[config.mk]
export PLATFORM = sky130hd
export DESIGN_NAME = sorted_unique_insert_table_flat
export DESIGN_NICKNAME = d
export VERILOG_FILES = /design/src/hw/rtl/suit_pkg.sv /design/src/hw/rtl/suit_if.sv /design/src/hw/rtl/suit_cell.sv /design/src/hw/rtl/sorted_unique_insert_table.sv /design/src/flat_wrapper.sv
export SDC_FILE = /design/constraint.sdc
export NUM_CORES = 1
export LEC_CHECK = 0
export ABC_CLOCK_PERIOD_IN_PS = 9100
export BUFFER_PORTS_ARGS = -buffer_cell sky130_fd_sc_hd__buf_4
export CAP_MARGIN = 10
export CORE_MARGIN = 2
export CORE_UTILIZATION = 30
export CTS_BUF_LIST = sky130_fd_sc_hd__clkbuf_8
export CTS_CLUSTER_SIZE = 12
export DETAILED_ROUTE_END_ITERATION = 16
export PLACE_DENSITY_LB_ADDON = 0.3
export SETUP_SLACK_MARGIN = 0.1
export SYNTH_ARGS = -nofsm -noshare
export SYNTH_HDL_FRONTEND = slang
export SYNTH_HIERARCHICAL = 1
export SYNTH_SLANG_ARGS = --single-unit
[constraint.sdc]
create_clock -name i_clk -period 9.1 [get_ports i_clk]
set_clock_uncertainty 0.1 [all_clocks]
set_input_delay 1.82 -clock i_clk [delete_from_list [all_inputs] [get_ports i_clk]]
set_output_delay 1.82 -clock i_clk [all_outputs]
set_load 0.02 [all_outputs]
[src/hw/rtl/suit_pkg.sv]
// ----------------------------------------------------------------------------
// Sorted unique insert table: package
// Field widths, result status codes and the per-cell flag bundle.
// ----------------------------------------------------------------------------
package suit_pkg;

    localparam int VALUE_W = 32;
    localparam int STATUS_W = 2;
    localparam int POS_W = 3;
    localparam int COUNT_W = 4;

    typedef logic [STATUS_W-1:0] t_status;

    localparam t_status ST_INSERTED = 2'd0;
    localparam t_status ST_DUPLICATE = 2'd1;
    localparam t_status ST_FULL = 2'd2;

    typedef logic signed [VALUE_W-1:0] t_value;

    // ins: the new value belongs at or before this cell; eq: cell holds it
    typedef struct packed {
        logic ins;
        logic eq;
    } t_cell_flags;

endpackage

[src/hw/rtl/suit_if.sv]
// ----------------------------------------------------------------------------
// Sorted unique insert table: channel interfaces
// Valid/ready channels for the value input and the result output.
// ----------------------------------------------------------------------------
interface suit_in_if import suit_pkg::*; ();
    logic   valid;
    logic   ready;
    t_value new_value;

    modport source (output valid, output new_value, input ready);
    modport sink (input valid, input new_value, output ready);
endinterface

interface suit_out_if import suit_pkg::*; ();
    logic               valid;
    logic               ready;
    logic [STATUS_W-1:0] status;
    logic [POS_W-1:0]    position;
    logic [COUNT_W-1:0]  count;

    modport source (output valid, output status, output position, output count,
                    input ready);
    modport sink (input valid, input status, input position, input count,
                  output ready);
endinterface

[src/hw/rtl/suit_cell.sv]
// ----------------------------------------------------------------------------
// Sorted unique insert table: storage cell
// Holds one table entry, compares it with the offered value and takes either
// its left neighbor's entry or the new value when an insert shifts the row.
// ----------------------------------------------------------------------------
module suit_cell import suit_pkg::*; (
    input  logic        i_clk,
    input  logic        i_occupied,
    input  t_value      i_value,
    input  t_value      i_left_entry,
    input  logic        i_left_ins,
    input  logic        i_shift,
    output t_value      o_entry,
    output t_cell_flags o_flags
);

    t_value r_entry;

    always_comb begin
        o_flags.eq  = i_occupied && (r_entry == i_value);
        o_flags.ins = !i_occupied || (r_entry > i_value);
    end

    // Left neighbor also past the slot: move up; first slot: take the value
    always_ff @(posedge i_clk) begin
        if (i_shift) begin
            if (i_left_ins) begin
                r_entry <= i_left_entry;
            end else if (o_flags.ins) begin
                r_entry <= i_value;
            end
        end
    end

    assign o_entry = r_entry;

endmodule

[src/hw/rtl/sorted_unique_insert_table.sv]
// Path: the accepted value is registered, then the result is registered on commit.
// Throughput: one value per cycle unless the result stalls; all cells compare
// and shift in the commit cycle, so a new value enters as the last result drains.
// Reset: synchronous, active low; clears the entry count and the pipeline
// valid flags. Entries hold garbage until written and are never read unused.
// ----------------------------------------------------------------------------
// Sorted unique insert table: top level
// Row of cells keeping an ascending, duplicate-free table of signed values.
// ----------------------------------------------------------------------------
module sorted_unique_insert_table import suit_pkg::*; #(
    parameter int CAPACITY = 8
) (
    input logic        i_clk,
    input logic        i_rst_n,
    suit_in_if.sink    i_in,
    suit_out_if.source o_out
);

    localparam int IDX_W = (CAPACITY > 1) ? $clog2(CAPACITY) : 1;
    localparam int CNT_W = $clog2(CAPACITY + 1);

    logic [CNT_W-1:0]    r_count;
    logic                r_busy;
    t_value              r_value;
    logic                r_out_valid;
    t_status             r_status;
    logic [POS_W-1:0]    r_pos;
    logic [COUNT_W-1:0]  r_cnt;

    logic [CNT_W-1:0]    n_count;
    t_status             n_status;
    logic [POS_W-1:0]    n_pos;
    logic [COUNT_W-1:0]  n_cnt;

    t_value              w_entry [CAPACITY];
    t_cell_flags         w_flags [CAPACITY];
    logic [CAPACITY-1:0] w_occ;
    logic [CAPACITY-1:0] w_eq;
    logic [CAPACITY-1:0] w_slot;
    logic [IDX_W-1:0]    w_slot_idx;
    logic                w_dup;
    logic                w_full;
    logic                w_out_free;
    logic                w_commit;
    logic                w_insert;
    logic                w_accept;

    assign w_out_free = !r_out_valid || o_out.ready;
    assign w_commit   = r_busy && w_out_free;
    assign i_in.ready = !r_busy || w_out_free;
    assign w_accept   = i_in.valid && i_in.ready;

    genvar g;
    generate
        for (g = 0; g < CAPACITY; g++) begin : g_cell
            if (g == 0) begin : g_head
                suit_cell u_cell (
                    .i_clk        (i_clk),
                    .i_occupied   (w_occ[g]),
                    .i_value      (r_value),
                    .i_left_entry (r_value),
                    .i_left_ins   (1'b0),
                    .i_shift      (w_insert),
                    .o_entry      (w_entry[g]),
                    .o_flags      (w_flags[g])
                );
                assign w_slot[g] = w_flags[g].ins;
            end else begin : g_body
                suit_cell u_cell (
                    .i_clk        (i_clk),
                    .i_occupied   (w_occ[g]),
                    .i_value      (r_value),
                    .i_left_entry (w_entry[g-1]),
                    .i_left_ins   (w_flags[g-1].ins),
                    .i_shift      (w_insert),
                    .o_entry      (w_entry[g]),
                    .o_flags      (w_flags[g])
                );
                assign w_slot[g] = w_flags[g].ins && !w_flags[g-1].ins;
            end
            assign w_occ[g] = CNT_W'(g) < r_count;
            assign w_eq[g]  = w_flags[g].eq;
        end
    endgenerate

    // One-hot slot to index: OR together the indexes of the marked cell
    always_comb begin
        w_slot_idx = '0;
        for (int i = 0; i < CAPACITY; i++) begin
            if (w_slot[i]) begin
                w_slot_idx = w_slot_idx | IDX_W'(i);
            end
        end
    end

    assign w_dup    = |w_eq;
    assign w_full   = r_count == CNT_W'(CAPACITY);
    assign w_insert = w_commit && !w_dup && !w_full;

    always_comb begin
        n_count = w_insert ? r_count + CNT_W'(1) : r_count;
        if (w_dup) begin
            n_status = ST_DUPLICATE;
            n_pos    = '0;
        end else if (w_full) begin
            n_status = ST_FULL;
            n_pos    = '0;
        end else begin
            n_status = ST_INSERTED;
            n_pos    = POS_W'({{POS_W{1'b0}}, w_slot_idx});
        end
        n_cnt = COUNT_W'({{COUNT_W{1'b0}}, n_count});
    end

    always_ff @(posedge i_clk) begin
        if (!i_rst_n) begin
            r_count     <= '0;
            r_busy      <= 1'b0;
            r_out_valid <= 1'b0;
        end else begin
            r_count <= n_count;
            if (w_accept) begin
                r_busy <= 1'b1;
            end else if (w_commit) begin
                r_busy <= 1'b0;
            end
            if (w_commit) begin
                r_out_valid <= 1'b1;
            end else if (o_out.ready) begin
                r_out_valid <= 1'b0;
            end
        end
    end

    always_ff @(posedge i_clk) begin
        if (w_accept) begin
            r_value <= i_in.new_value;
        end
        if (w_commit) begin
            r_status <= n_status;
            r_pos    <= n_pos;
            r_cnt    <= n_cnt;
        end
    end

    assign o_out.valid    = r_out_valid;
    assign o_out.status   = r_status;
    assign o_out.position = r_pos;
    assign o_out.count    = r_cnt;

endmodule

[src/flat_wrapper.sv]
// flat-port wrapper written by rule: the top's interface ports become plain ports
module sorted_unique_insert_table_flat import suit_pkg::*;
#(
    parameter int CAPACITY = 8
)
  (i_clk, i_rst_n, i_in_valid, i_in_new_value, i_in_ready, o_out_valid, o_out_status, o_out_position, o_out_count, o_out_ready);
  suit_in_if i_in_i ();
  suit_out_if o_out_i ();
  input logic i_clk;
  input logic i_rst_n;
  input wire logic [$bits(i_in_i.valid)-1:0] i_in_valid;
  input wire logic [$bits(i_in_i.new_value)-1:0] i_in_new_value;
  output wire logic [$bits(i_in_i.ready)-1:0] i_in_ready;
  output wire logic [$bits(o_out_i.valid)-1:0] o_out_valid;
  output wire logic [$bits(o_out_i.status)-1:0] o_out_status;
  output wire logic [$bits(o_out_i.position)-1:0] o_out_position;
  output wire logic [$bits(o_out_i.count)-1:0] o_out_count;
  input wire logic [$bits(o_out_i.ready)-1:0] o_out_ready;
  assign i_in_i.valid = i_in_valid;
  assign i_in_i.new_value = i_in_new_value;
  assign i_in_ready = i_in_i.ready;
  assign o_out_valid = o_out_i.valid;
  assign o_out_status = o_out_i.status;
  assign o_out_position = o_out_i.position;
  assign o_out_count = o_out_i.count;
  assign o_out_i.ready = o_out_ready;
  sorted_unique_insert_table #(.CAPACITY(CAPACITY)) u_core (.i_clk(i_clk), .i_rst_n(i_rst_n), .i_in(i_in_i), .o_out(o_out_i));
endmodule
Yosys cells after proc, flatten, opt, wreduce, memory -nomap -nowiden
Cells that the tools add are included.
Word-level totals
  flip-flop bits (word level): 303
  latch bits: 0
  memory bits (writable): 0
  ROM bits: 0
  bits of input ports: 36
  output and inout port bits: 11
  logic and storage cells: 135
  memories: 0
Cells by class
  add/subtract/negate cells: 1
  $mul: 0
  div/mod/pow operators: 0
  magnitude comparators: 16
  eq/ne operators: 9
  shift-type cells: 0
  muxes and demuxes: 27
  bitwise gates (word level): 0
  reductions and logical operators: 67
Operators with widths (count)
  2-to-1 mux 32 bit: 14
  equality test 32 bit: 8
  greater-than comparator 32 bit: 8
  logical AND 1 bit: 19
  zero test 1 bit: 19
  nonzero test 2 bit: 9
  less-than comparator 3 x 4 -> 1 bit, first input constant: 4
  AND reduction 2 bit: 8
  2-to-1 mux 3 bit: 4
  logical OR 1 bit: 10
  OR reduction 9 bit: 1
  less-than comparator 1 x 4 -> 1 bit, first input constant: 2
  less-than comparator 2 x 4 -> 1 bit, first input constant: 2
  OR reduction 8 bit: 1
  2-to-1 mux 2 bit: 3
  2-to-1 mux 1 bit: 5
  adder 4 x 1 -> 4 bit, second input constant: 1
  equality test 4 bit, second input constant: 1
  2-to-1 mux 4 bit: 1

Logic depth before layout (Yosys ltp)
Gate-level depths: netlist of run 1.
  depth after elaboration: 12
  mapped depth: 13
  mapped depth without buffers: 13

Cells and area by module
Netlist of run 1, hierarchy kept.
Modules (own cells, without submodules)
  suit_cell: instances 8, cells each 219, area each 2134.5 sq um, sequential area each 960.9 sq um
  sorted_unique_insert_table: instances 1, cells each 115, area each 1785.5 sq um, sequential area each 1351.3 sq um

Worst setup path after synthesis of run 1
Ideal clock, no wire load.
  path type: flip-flop to flip-flop
  start: reg u_core.r_value[9]
  end: reg u_core.g_cell[7].g_body.u_cell.r_entry[0] (enable)
  library setup time: 402 ps
  arrival time: 3620 ps
  data required time: 8598 ps
  path slack: 4978 ps
  stages on the path, launching flop included: 12
  path buffers: 1
  clock period less this slack: 4122 ps
  cell sequence: edfxtp_1 > inv_1 > ha_1 > a21o_1 > nand3_2 > a21oi_1 > o41a_1 > or3_4 > a31oi_1 > clkbuf_1 > o21ai_0 > a41oi_2
RTL lines
  from (decl): RTL line sorted_unique_insert_table.sv:24  | t_value r_value;
  from (signal assigned): RTL line sorted_unique_insert_table.sv:137  | r_value <= i_in.new_value;
  to (signal assigned): RTL line suit_cell.sv:28  | r_entry <= i_left_entry;
  to (signal assigned): RTL line suit_cell.sv:30  | r_entry <= i_value;
  to (decl): RTL line suit_cell.sv:17  | t_value r_entry;

==> results of run 1 <==
## synthesized netlist by cell type (9+ instances only)
| cell | number |
|---|---|
| nor2_1 | 22 |
| edfxtp_1 | 297 |
| a31oi_1 | 11 |
| and4_1 | 16 |
| buf_1 | 16 |
| a21oi_1 | 85 |
| inv_1 | 279 |
| o211ai_1 | 16 |
| nor2b_1 | 10 |
| nand3_2 | 9 |
| nand2_1 | 304 |
| clkbuf_1 | 40 |
| a21o_1 | 27 |
| o21ai_0 | 282 |
| a211oi_1 | 16 |
| nor4_2 | 9 |
| ha_1 | 259 |
| nand4_1 | 40 |
| nand3_1 | 19 |
## cell families after synthesis
logic type,share of synthesized area (%)
xor gates and xnor gates,0.09289
muxes,0.5838
adders and majority gates,17.18
AOI/OAI and AO/OA,14.73
other,0.01988
and+or+nand+nor,12.70
buffers and inverters,6.766
DFF,47.92
## power by group
part	total, mW	switching [mW]	internal [mW]
clock	1.26	0.582	0.682
sequential	1.68	0.0627	1.62
combinational	0.408	0.249	0.159
## worst paths after layout
| check | start | end | cells past startpoint |
|---|---|---|---|
| worst max-delay path | u_core/r_value[30] | u_core/g_cell[4].g_body.u_cell/o_entry[27] | 11 |
| worst min-delay path | u_core/r_busy | u_core/o_out.valid | 2 |
| worst max register to register | u_core/r_value[30] | u_core/g_cell[4].g_body.u_cell/o_entry[27] | 11 |
| worst min register to register | u_core/r_busy | u_core/o_out.valid | 2 |
## cell type report
class	instances	area, um2	area share (%)
Tap cell	837	1047	4.881
Clock buffer	66	908.4	4.234
Clock inverter	42	188.9	0.8806
Multi-Input combinational cell	1227	8747	40.77
Inverter	280	1054	4.910
Sequential cell	303	9039	42.13
Timing Repair Buffer	57	467.9	2.181
Antenna cell	1	2.502	0.01166
## state kept, by name (all words and copies together), names as in the netlist
name / count
u_core/g_cell.g_body.u_cell/o_entry: 224
u_core/g_cell.g_head.u_cell/o_entry: 32
u_core/r_value: 32
u_core/o_out.count: 4
u_core/r_count: 4
u_core/o_out.position: 3
u_core/o_out.status: 2
u_core/o_out.valid: 1
u_core/r_busy: 1
## cell usage in the layout, fill, tap and decap left out, types with 4 or more instances in the layout
| cell type | n |
|---|---|
| a211oi_1 | 16 |
| a21boi_1 | 8 |
| a21o_1 | 27 |
| a21oi_1 | 85 |
| a221o_1 | 8 |
| a221oi_1 | 8 |
| a31oi_1 | 4 |
| a31oi_4 | 7 |
| a41oi_4 | 8 |
| and2_2 | 9 |
| and4_1 | 16 |
| buf_4 | 55 |
| clkbuf_8 | 66 |
| clkinv_1 | 9 |
| dfxtp_1 | 6 |
| edfxtp_1 | 297 |
| ha_1 | 259 |
| inv_1 | 309 |
| mux2_2 | 8 |
| nand2_1 | 304 |
| nand2b_1 | 7 |
| nand3_1 | 19 |
| nand3_2 | 9 |
| nand4_1 | 40 |
| nand4_2 | 8 |
| nor2_1 | 22 |
| nor2b_1 | 10 |
| nor3_1 | 8 |
| nor4_2 | 9 |
| o211ai_1 | 16 |
| o21ai_0 | 282 |
| o41a_1 | 8 |
| or3_4 | 8 |
## worst max-delay path, delay by kind of cell (launching register included)
kind / cells / cell delay (ps)
fa+ha+maj: 1 / 350
buf+inv: 2 / 620
flops: 1 / 620
simple gates: 3 / 910
compound gates: 5 / 1960
## routing by layer
metal / global-route usage (%) / wire length (um) / part of all wire (%) / vias up
met4: 5.113 / 1224 / 2.7 / 0
met5: 0 / 0 / 0 / -
met3: 2.072 / 2116 / 4.7 / 76
met1: 20.76 / 23190 / 51 / 6148
li1: - / - / - / 6808
met2: 20.69 / 18690 / 41 / 299
==> summary.txt, run 1 <==
Yosys
  • EDFF count, synth: approximately 300
  • Register area share after synthesis: 47.92%
  • Area contributors post-synth: edfxtp_1, ha_1, o21ai_0, nand2_1, inv_1
  • Seq cells post-synth: 303
  • Synth warn: 6
  • Mapped Cells: 1,867
  • Post-synthesis instance area: 18,860 um2
  • Number of distinct library cells after synthesis: 45
  • Primary flip-flop cell chosen by synthesis mapping: edfxtp_1
  • Yosys top cell area share: 47.28%
  • Post-synth ARST share: 0%
  • Syn_area_per_cell: 10.10 um2
  • Synth area leader: edfxtp_1

Drt
  • DRT antenna net count: 0
  • Via count: between 10k and 15k
  • DR WL/cell: 16.07 um
  • DR vias/cell: between 4 and 5
  • First-pass detailed-route iteration total: 5
  • Iteration-0 DRC Markers: about 890
  • DRT Wirelength: about 45 mm
  • Drt drc: 0

Clock network
  • H-tree depth: 2
  • CTS sink count: 303
  • Num CTS Buffers: 57
  • Clk slew on worst S/H paths: 60 ps
  • Post-CTS Setup Inserts: 0
  • CTS tree: done
  • Clk_lat worst skew: 650 ps
  • Root buf cell: clkbuf_8
  • CTS resizes: 0
  • Clk buf depth: 3
  • CTS Hold Bufs: 0

STA
  • Worst setup margin: ~4100 ps
  • Fmax: 0.2015 GHz
  • Slew Limit Headroom: 21.47%
  • Final hold vios: 0
  • Post-layout min period: 4962 ps
  • Final period util: 54.52%
  • Pins Over Slew Limit: 0
  • Fin Setup TNS: 0 ps
  • # setup viols final: 0
  • RSZ-0062 raised after global routing: false
  • Minimum hold slack: 452.8 ps
  • Worst Tran Pin Value: 1174 ps

Global routing
  • Largest net degree at the start of global routing: between 60 and 70
  • Initial antenna violation count: 0
  • Global-route wire length before repair: 72.14 mm
  • Grt ovf: 0
  • Vias in the first global route: 13.32k
  • GRT Util Overall: 14.05%

Power and ir drop
  • Pwr Density: roughly 160 nW/um2
  • Max IR drop VDD: 90.52 uV
  • Total power: 3.355 mW
  • Static Leakage: just under 10 nW

Place
  • DP Area: 20,300 um2
  • RD Place Congestion: 0.8388
  • DP Cell Count: approximately 2.7k
  • Pre-CTS setup slack: around 4000 ps
  • Buffers on Ports: 46
  • Post-DP HPWL: 34.76 mm

Floorplanning
  • I/O pin count: between 40 and 50
  • # rows: a little over 90
  • DIE WIDTH: 254.7 um
  • Core footprint: 61,940 um2
  • Die H: 254.7 um
  • Die footprint: roughly 65,000 um2
  • Initial Util: a little under a third

Worst setup path
  • Critical path's largest stage delay: 990 ps
  • Crit path DAT: 5110 ps
  • Worst Path Max Fanout: 67
  • Top cell by count, worst path: o21ai_0
  • Critical Path RT: 9250 ps
  • CP Cell Sequence: inv_1 > ha_1 > nand4_1 > nor4_2 > and4_1 > o41a_1 > o21ai_0 > a31oi_4 > buf_4 > o21ai_0 > a41oi_4
  • Startpoint types: flip-flop
  • Slowest cell on the critical path: a41oi_4
  • Kind of critical path: reg -> reg
  • Setup slack, reg-to-reg: 4140 ps
  • CP Capture Type: flip-flop

Status
  • Status: complete, no violations

Finish
  • Area Growth Syn to Fin: 13.74%
  • Fin util: 34.64%
  • Final Instance Count excl. Fillers: 2,813
  • Fillers: 6,258
  • Fraction of layout cells with a size suffix above 1: 9.975%
  • Design area: ~21,000 um2
  • Nets: 2,221

Job
  • Max Cap Viol: 0

Hold path
  • Hold Crit Class: reg -> reg
(Power assumes the default switching activity.)
==> run 2: changes to the inputs <==
- ABC_AREA: unset -> 1
- ABC_CLOCK_PERIOD_IN_PS: 9100 -> 4300
- clock period: 9.1 -> 4.3 ns (I/O delays scaled with it)
==> run 2 against run 1 <==
Critical path depth is 5 higher. Fmax is 35% higher. Power is 120% higher. Core utilization is 0.80 points lower. Via count is 6.6% higher. Critical path type unchanged.
==> summary.txt, run 2 <==
STA
  • RSZ-0062 raised after global routing: false
  • Post-layout min period: around 3700 ps
  • Minimum hold slack: roughly 280 ps
  • Pins Over Slew Limit: 0
  • Fin Setup TNS: 0 ps
  • Worst Tran Pin Value: 1032 ps
  • Final period util: 85.25%
  • Slew Limit Headroom: 31.12%
  • # setup viols final: 0
  • Final hold vios: 0
  • Fmax: 0.2728 GHz

Clock network
  • Num CTS Buffers: 53
  • Post-CTS Setup Inserts: 0
  • Clk slew on worst S/H paths: roughly 60 ps
  • Root buf cell: clkbuf_8
  • H-tree depth: 2
  • CTS tree: done
  • Clk buf depth: 3
  • CTS Hold Bufs: 0
  • Clk_lat worst skew: 650 ps
  • CTS resizes: 0
  • CTS sink count: 303

Yosys
  • Yosys top cell area share: 45.95%
  • Register area share after synthesis: between 40% and 50%
  • Synth area leader: edfxtp_1
  • Seq cells post-synth: 303
  • Mapped Cells: 2,191
  • Synth warn: 6
  • Primary flip-flop cell chosen by synthesis mapping: edfxtp_1
  • Number of distinct library cells after synthesis: 30
  • EDFF count, synth: 297
  • Area contributors post-synth: edfxtp_1, ha_1, nand2_1, inv_1, o21ai_0
  • Post-synth ARST share: 0%
  • Count leader, synth: nand2_1
  • Syn nets: 2,486
  • Top cells by count, synth: nand2_1, inv_1, edfxtp_1
  • Post-synthesis instance area: 19,410 um2
  • Syn_area_per_cell: a little under 9 um2

Finish
  • Max reg flops: 224
  • Commonest cells after routing, fill and taps aside: nand2_1, inv_1, edfxtp_1
  • Area Growth Syn to Fin: 12.00%
  • Multi-input combinational cell area: 8777 um2
  • Register Area: 9039 um2
  • Fraction of layout cells with a size suffix above 1: about 9.9%
  • Fillers: about 6.7k
  • Nets: 2,555
  • Leading cell type in the layout, fill and taps excluded: nand2_1

Drt
  • DR WL/cell: 14.68 um
  • Iteration-0 DRC Markers: 925
  • Met2 WL: 21.52 mm
  • DR vias/cell: 4.510
  • Drt drc: 0
  • Uppermost layer routed: met4
  • Metal-1 WL: 21.36 mm
  • DRT antenna net count: 0
  • Via count: 14.22k
  • DRT Wirelength: between 40 and 50 mm
  • First-pass detailed-route iteration total: 5
  • Met3 WL: approximately 1.6 mm

Global routing
  • Global-route wire length before repair: 75.93 mm
  • Grt ovf: 0
  • GRT Util Overall: 14.19%
  • Largest net degree at the start of global routing: 66
  • Vias in the first global route: 14.67k
  • Initial antenna violation count: 1

Power and ir drop
  • Static Leakage: a little over 10 nW
  • Max IR drop VDD: roughly 170 uV
  • Pwr Density: 332.0 nW/um2

Worst setup path
  • Setup slack, reg-to-reg: between 600 and 700 ps
  • Crit path DAT: 3840 ps
  • CP Capture Type: flip-flop
  • Worst R2R Path Depth: 16
  • Worst Path Max Fanout: 32
  • Crit path from: u_core/r_value[23]
  • Startpoint types: flip-flop
  • Reg2Reg Capture Point: u_core/g_cell[0].g_head.u_cell/o_entry[27]
  • Kind of critical path: reg -> reg
  • Critical Path RT: 4480 ps
  • Reg2Reg Launch Point: u_core/r_value[23]
  • Worst setup endpoint: u_core/g_cell[0].g_head.u_cell/o_entry[27]

Status
  • Status: complete, no violations

Floorplanning
  • I/O pin count: 47
  • Die footprint: roughly 67,000 um2
  • # rows: just over 90
  • DIE WIDTH: 258.3 um
  • Die H: ~260 um
  • Core footprint: between 60,000 and 70,000 um2
  • Initial Util: 30.21%

Job
  • Max Cap Viol: 0

Hold path
  • Hold Crit Class: in -> reg

Place
  • Buffers on Ports: 46
  • RD Place Congestion: 0.8679
  • Post-DP HPWL: 36.09 mm
[run 2: cells by family after synthesis]
group	synth area share, %
flops	46.57
buf+inv	8.278
fa+ha+maj	16.70
other cells	0.01932
simple gates	17.45
compound gates	10.93
xor+xnor	0.04514
[run 2: area by class of cell]
| cell class | instances | share of cell area, % |
|---|---|---|
| clock buffers | 58 | 3.673 |
| flip-flops and latches | 303 | 41.58 |
| inverters | 372 | 6.424 |
| clock inverters | 32 | 0.5756 |
| multi-input cells | 1460 | 40.38 |
| well taps | 855 | 4.922 |
| diodes | 2 | 0.02303 |
| repair buffers | 70 | 2.418 |
[run 2: worst min-delay path by stage]
stage / startpoint / endpoint / slack, ps / cells after the start
detailed placement: u_core/r_busy / u_core/o_out.valid / 400 / 2
global route: i_in_new_value[26] / u_core/r_value[26] / 250 / 1
global placement: u_core/r_busy / u_core/o_out.valid / 390 / 2
finish: i_in_new_value[26] / u_core/r_value[26] / 280 / 1
CTS: i_in_new_value[26] / u_core/r_value[26] / 240 / 1
floorplan: u_core/r_busy / u_core/o_out.valid / 380 / 2
[run 2: report_power, final]
| part | switching (mW) | total [mW] | internal (mW) |
|---|---|---|---|
| sequential | 0.145 | 3.63 | 3.49 |
| clock | 1.21 | 2.43 | 1.22 |
| combinational | 0.736 | 1.16 | 0.423 |
[run 2: critical path: stages, from the launching register on]
cell and delay, ps:
edfxtp_1 660, inv_1 120, ha_1 330, nand2_1 100, nor2_1 80, nand3_1 80
nor2_1 90, inv_1 70, nor4_1 50, nor2_1 240, nand2_1 190, nor2_8 180
nand3_4 110, inv_1 330, nand2_1 90, inv_1 60, buf_4 390
[run 2: layer usage]
layer	up-vias	global-route usage, %
li1	7461	-
met4	0	6.101
met2	224	24.07
met5	-	0
met1	6437	17.96
met3	95	2.171
[run 2: metrics by stage]
step	cell area, um2	power (mW)	setup slack [ps]	std cells	utilization [%]
global route	21740	7.649	325.1	3152	33.84
global placement	20810	4.813	732.3	3060	32.39
finish	21740	7.217	634.4	3152	33.84
detailed placement	20810	4.855	678.4	3060	32.39
CTS	21730	7.334	637.4	3150	33.83
floorplan	19410	4.474	1117	2191	-
==> run 3: changes to the inputs <==
- PLACE_DENSITY_LB_ADDON: 0.3 -> 0.25
==> run 3 against run 2 <==
Sequential power is essentially flat. Core utilization up 0.15 points. First-iteration DRC count decreased by 17%. Final cell count up 0.22%. Non-clock buffer count decreased by 1. Worst hold slack improved by 6.2 ps. Worst setup slack gained 62 ps. Fmax increased by 1.7%. Critical path depth is the same.
==> summary.txt, run 3 (synthesized netlist as in run 2, its figures left out) <==
Clock network
  • Clk slew on worst S/H paths: about 60 ps
  • Clk buf depth: 3
  • H-tree depth: 2
  • CTS Hold Bufs: 0
  • CTS resizes: 0
  • CTS tree: done
  • Post-CTS Setup Inserts: 0
  • Num CTS Buffers: 54
  • Clk_lat worst skew: 650 ps
  • Root buf cell: clkbuf_8
  • CTS sink count: 303

STA
  • # setup viols final: 0
  • Slew Limit Headroom: 53.48%
  • Final hold vios: 0
  • RSZ-0062 raised after global routing: false
  • Worst setup margin: 696.1 ps
  • Pins Over Slew Limit: 0
  • Worst Tran Pin Value: 690.5 ps
  • Minimum hold slack: between 200 and 300 ps
  • Fmax: 0.2775 GHz
  • Fin Setup TNS: 0 ps
  • Final period util: 83.81%
  • Post-layout min period: 3604 ps

Worst setup path
  • Critical Path RT: approximately 4500 ps
  • Critical path's largest stage delay: 620 ps
  • Kind of critical path: reg -> reg
  • CP Capture Type: flip-flop
  • Worst Path Max Fanout: 32
  • CP Cell Sequence: inv_1 > ha_1 > nand2_1 > nor2_1 > nand3_1 > nor2_1 > inv_1 > nor4_1 > nor2_1 > nand2_1 > nor2_8 > nand3_4 > inv_1 > nand2_1 > inv_1 > buf_4
  • Crit path DAT: about 3800 ps
  • Slowest cell on the critical path: edfxtp_1
  • Startpoint types: flip-flop
  • Top cell by count, worst path: inv_1

Floorplanning
  • Core footprint: 64,230 um2
  • Die footprint: 66,740 um2
  • DIE WIDTH: between 200 and 300 um
  • I/O pin count: 47
  • # rows: 93
  • Initial Util: roughly 30%
  • Die H: 258.3 um

Global routing
  • Largest net degree at the start of global routing: 66
  • Vias in the first global route: roughly 14k
  • GRT Util Overall: 14.24%
  • Grt ovf: 0
  • Initial antenna violation count: 1
  • Global-route wire length before repair: 75.62 mm

Drt
  • DRT Wirelength: 46.46 mm
  • Drt drc: 0
  • DR vias/cell: between 4 and 5
  • DR WL/cell: approximately 15 um
  • Iteration-0 DRC Markers: around 770
  • Via count: between 10k and 15k
  • DRT antenna net count: 0
  • First-pass detailed-route iteration total: 5

Power and ir drop
  • Max IR drop VDD: approximately 190 uV
  • Pwr Density: 339.4 nW/um2
  • Static Leakage: 10.44 nW

Finish
  • Commonest cells after routing, fill and taps aside: nand2_1, inv_1, edfxtp_1
  • Fraction of layout cells with a size suffix above 1: 10.33%
  • Max reg flops: 224
  • Nets: 2,555
  • Leading cell type in the layout, fill and taps excluded: nand2_1
  • Area Growth Syn to Fin: 12.51%

Place
  • Buffers on Ports: 46
  • Pre-CTS setup slack: 682.4 ps
  • RD Place Congestion: 0.8392
  • Post-DP HPWL: 36.50 mm

Hold path
  • Hold Crit Class: in -> reg

Job
  • Max Cap Viol: 0

Status
  • Status: complete, no violations
[run 3: final timing paths]
check,startpoint,end,slack (ps),cells past startpoint
max,u_core/r_value[23],u_core/g_cell[1].g_body.u_cell/o_entry[3],700,16
min,i_in_new_value[20],u_core/r_value[20],290,1
max reg2reg,u_core/r_value[23],u_core/g_cell[1].g_body.u_cell/o_entry[3],700,16
min reg2reg,u_core/r_busy,u_core/o_out.valid,420,2
[run 3: critical path: cells and delay by family (launching register included)]
family,cells,cell delay (ps)
DFF,1,620
buffers and inverters,5,680
adders and majority gates,1,320
and+or+nand+nor,10,1540
[run 3: where the power goes]
group          switching [mW]  internal [mW]  leakage (nW)
Sequential              0.144           3.49          2.85
Combinational           0.738          0.422          6.98
Clock                    1.24           1.38         0.611
[run 3: per-stage QoR]
step	total power, mW	area, um2	instances	util (%)
6_report	7.412	21830	3159	33.99
3_5_place_dp	4.857	20800	3059	32.39
4_1_cts	7.525	21830	3158	33.99
3_3_place_gp	4.820	20800	3059	32.39
2_1_floorplan	4.474	19410	2191	-
5_1_grt	7.865	21830	3159	33.99
[run 3: per-layer routing]
layer  vias up  global-route usage (%)  share of wire, %
met5         -                       0                 0
met1      6375                   18.55                47
met3        75                   2.308               3.5
met2       199                   24.30                47
li1       7462                       -                 -
met4         0                   4.239               2.5
[run 3: area by class of cell]
cell class / instances / area [um2]
Inverter: 372 / 1396
Fill cell: 6670 / 42400
Multi-Input combinational cell: 1460 / 8780
Antenna cell: 1 / 2.502
Sequential cell: 303 / 9039
Timing Repair Buffer: 69 / 518.0
Tap cell: 855 / 1070
Clock buffer: 59 / 812.0
Clock inverter: 40 / 217.7
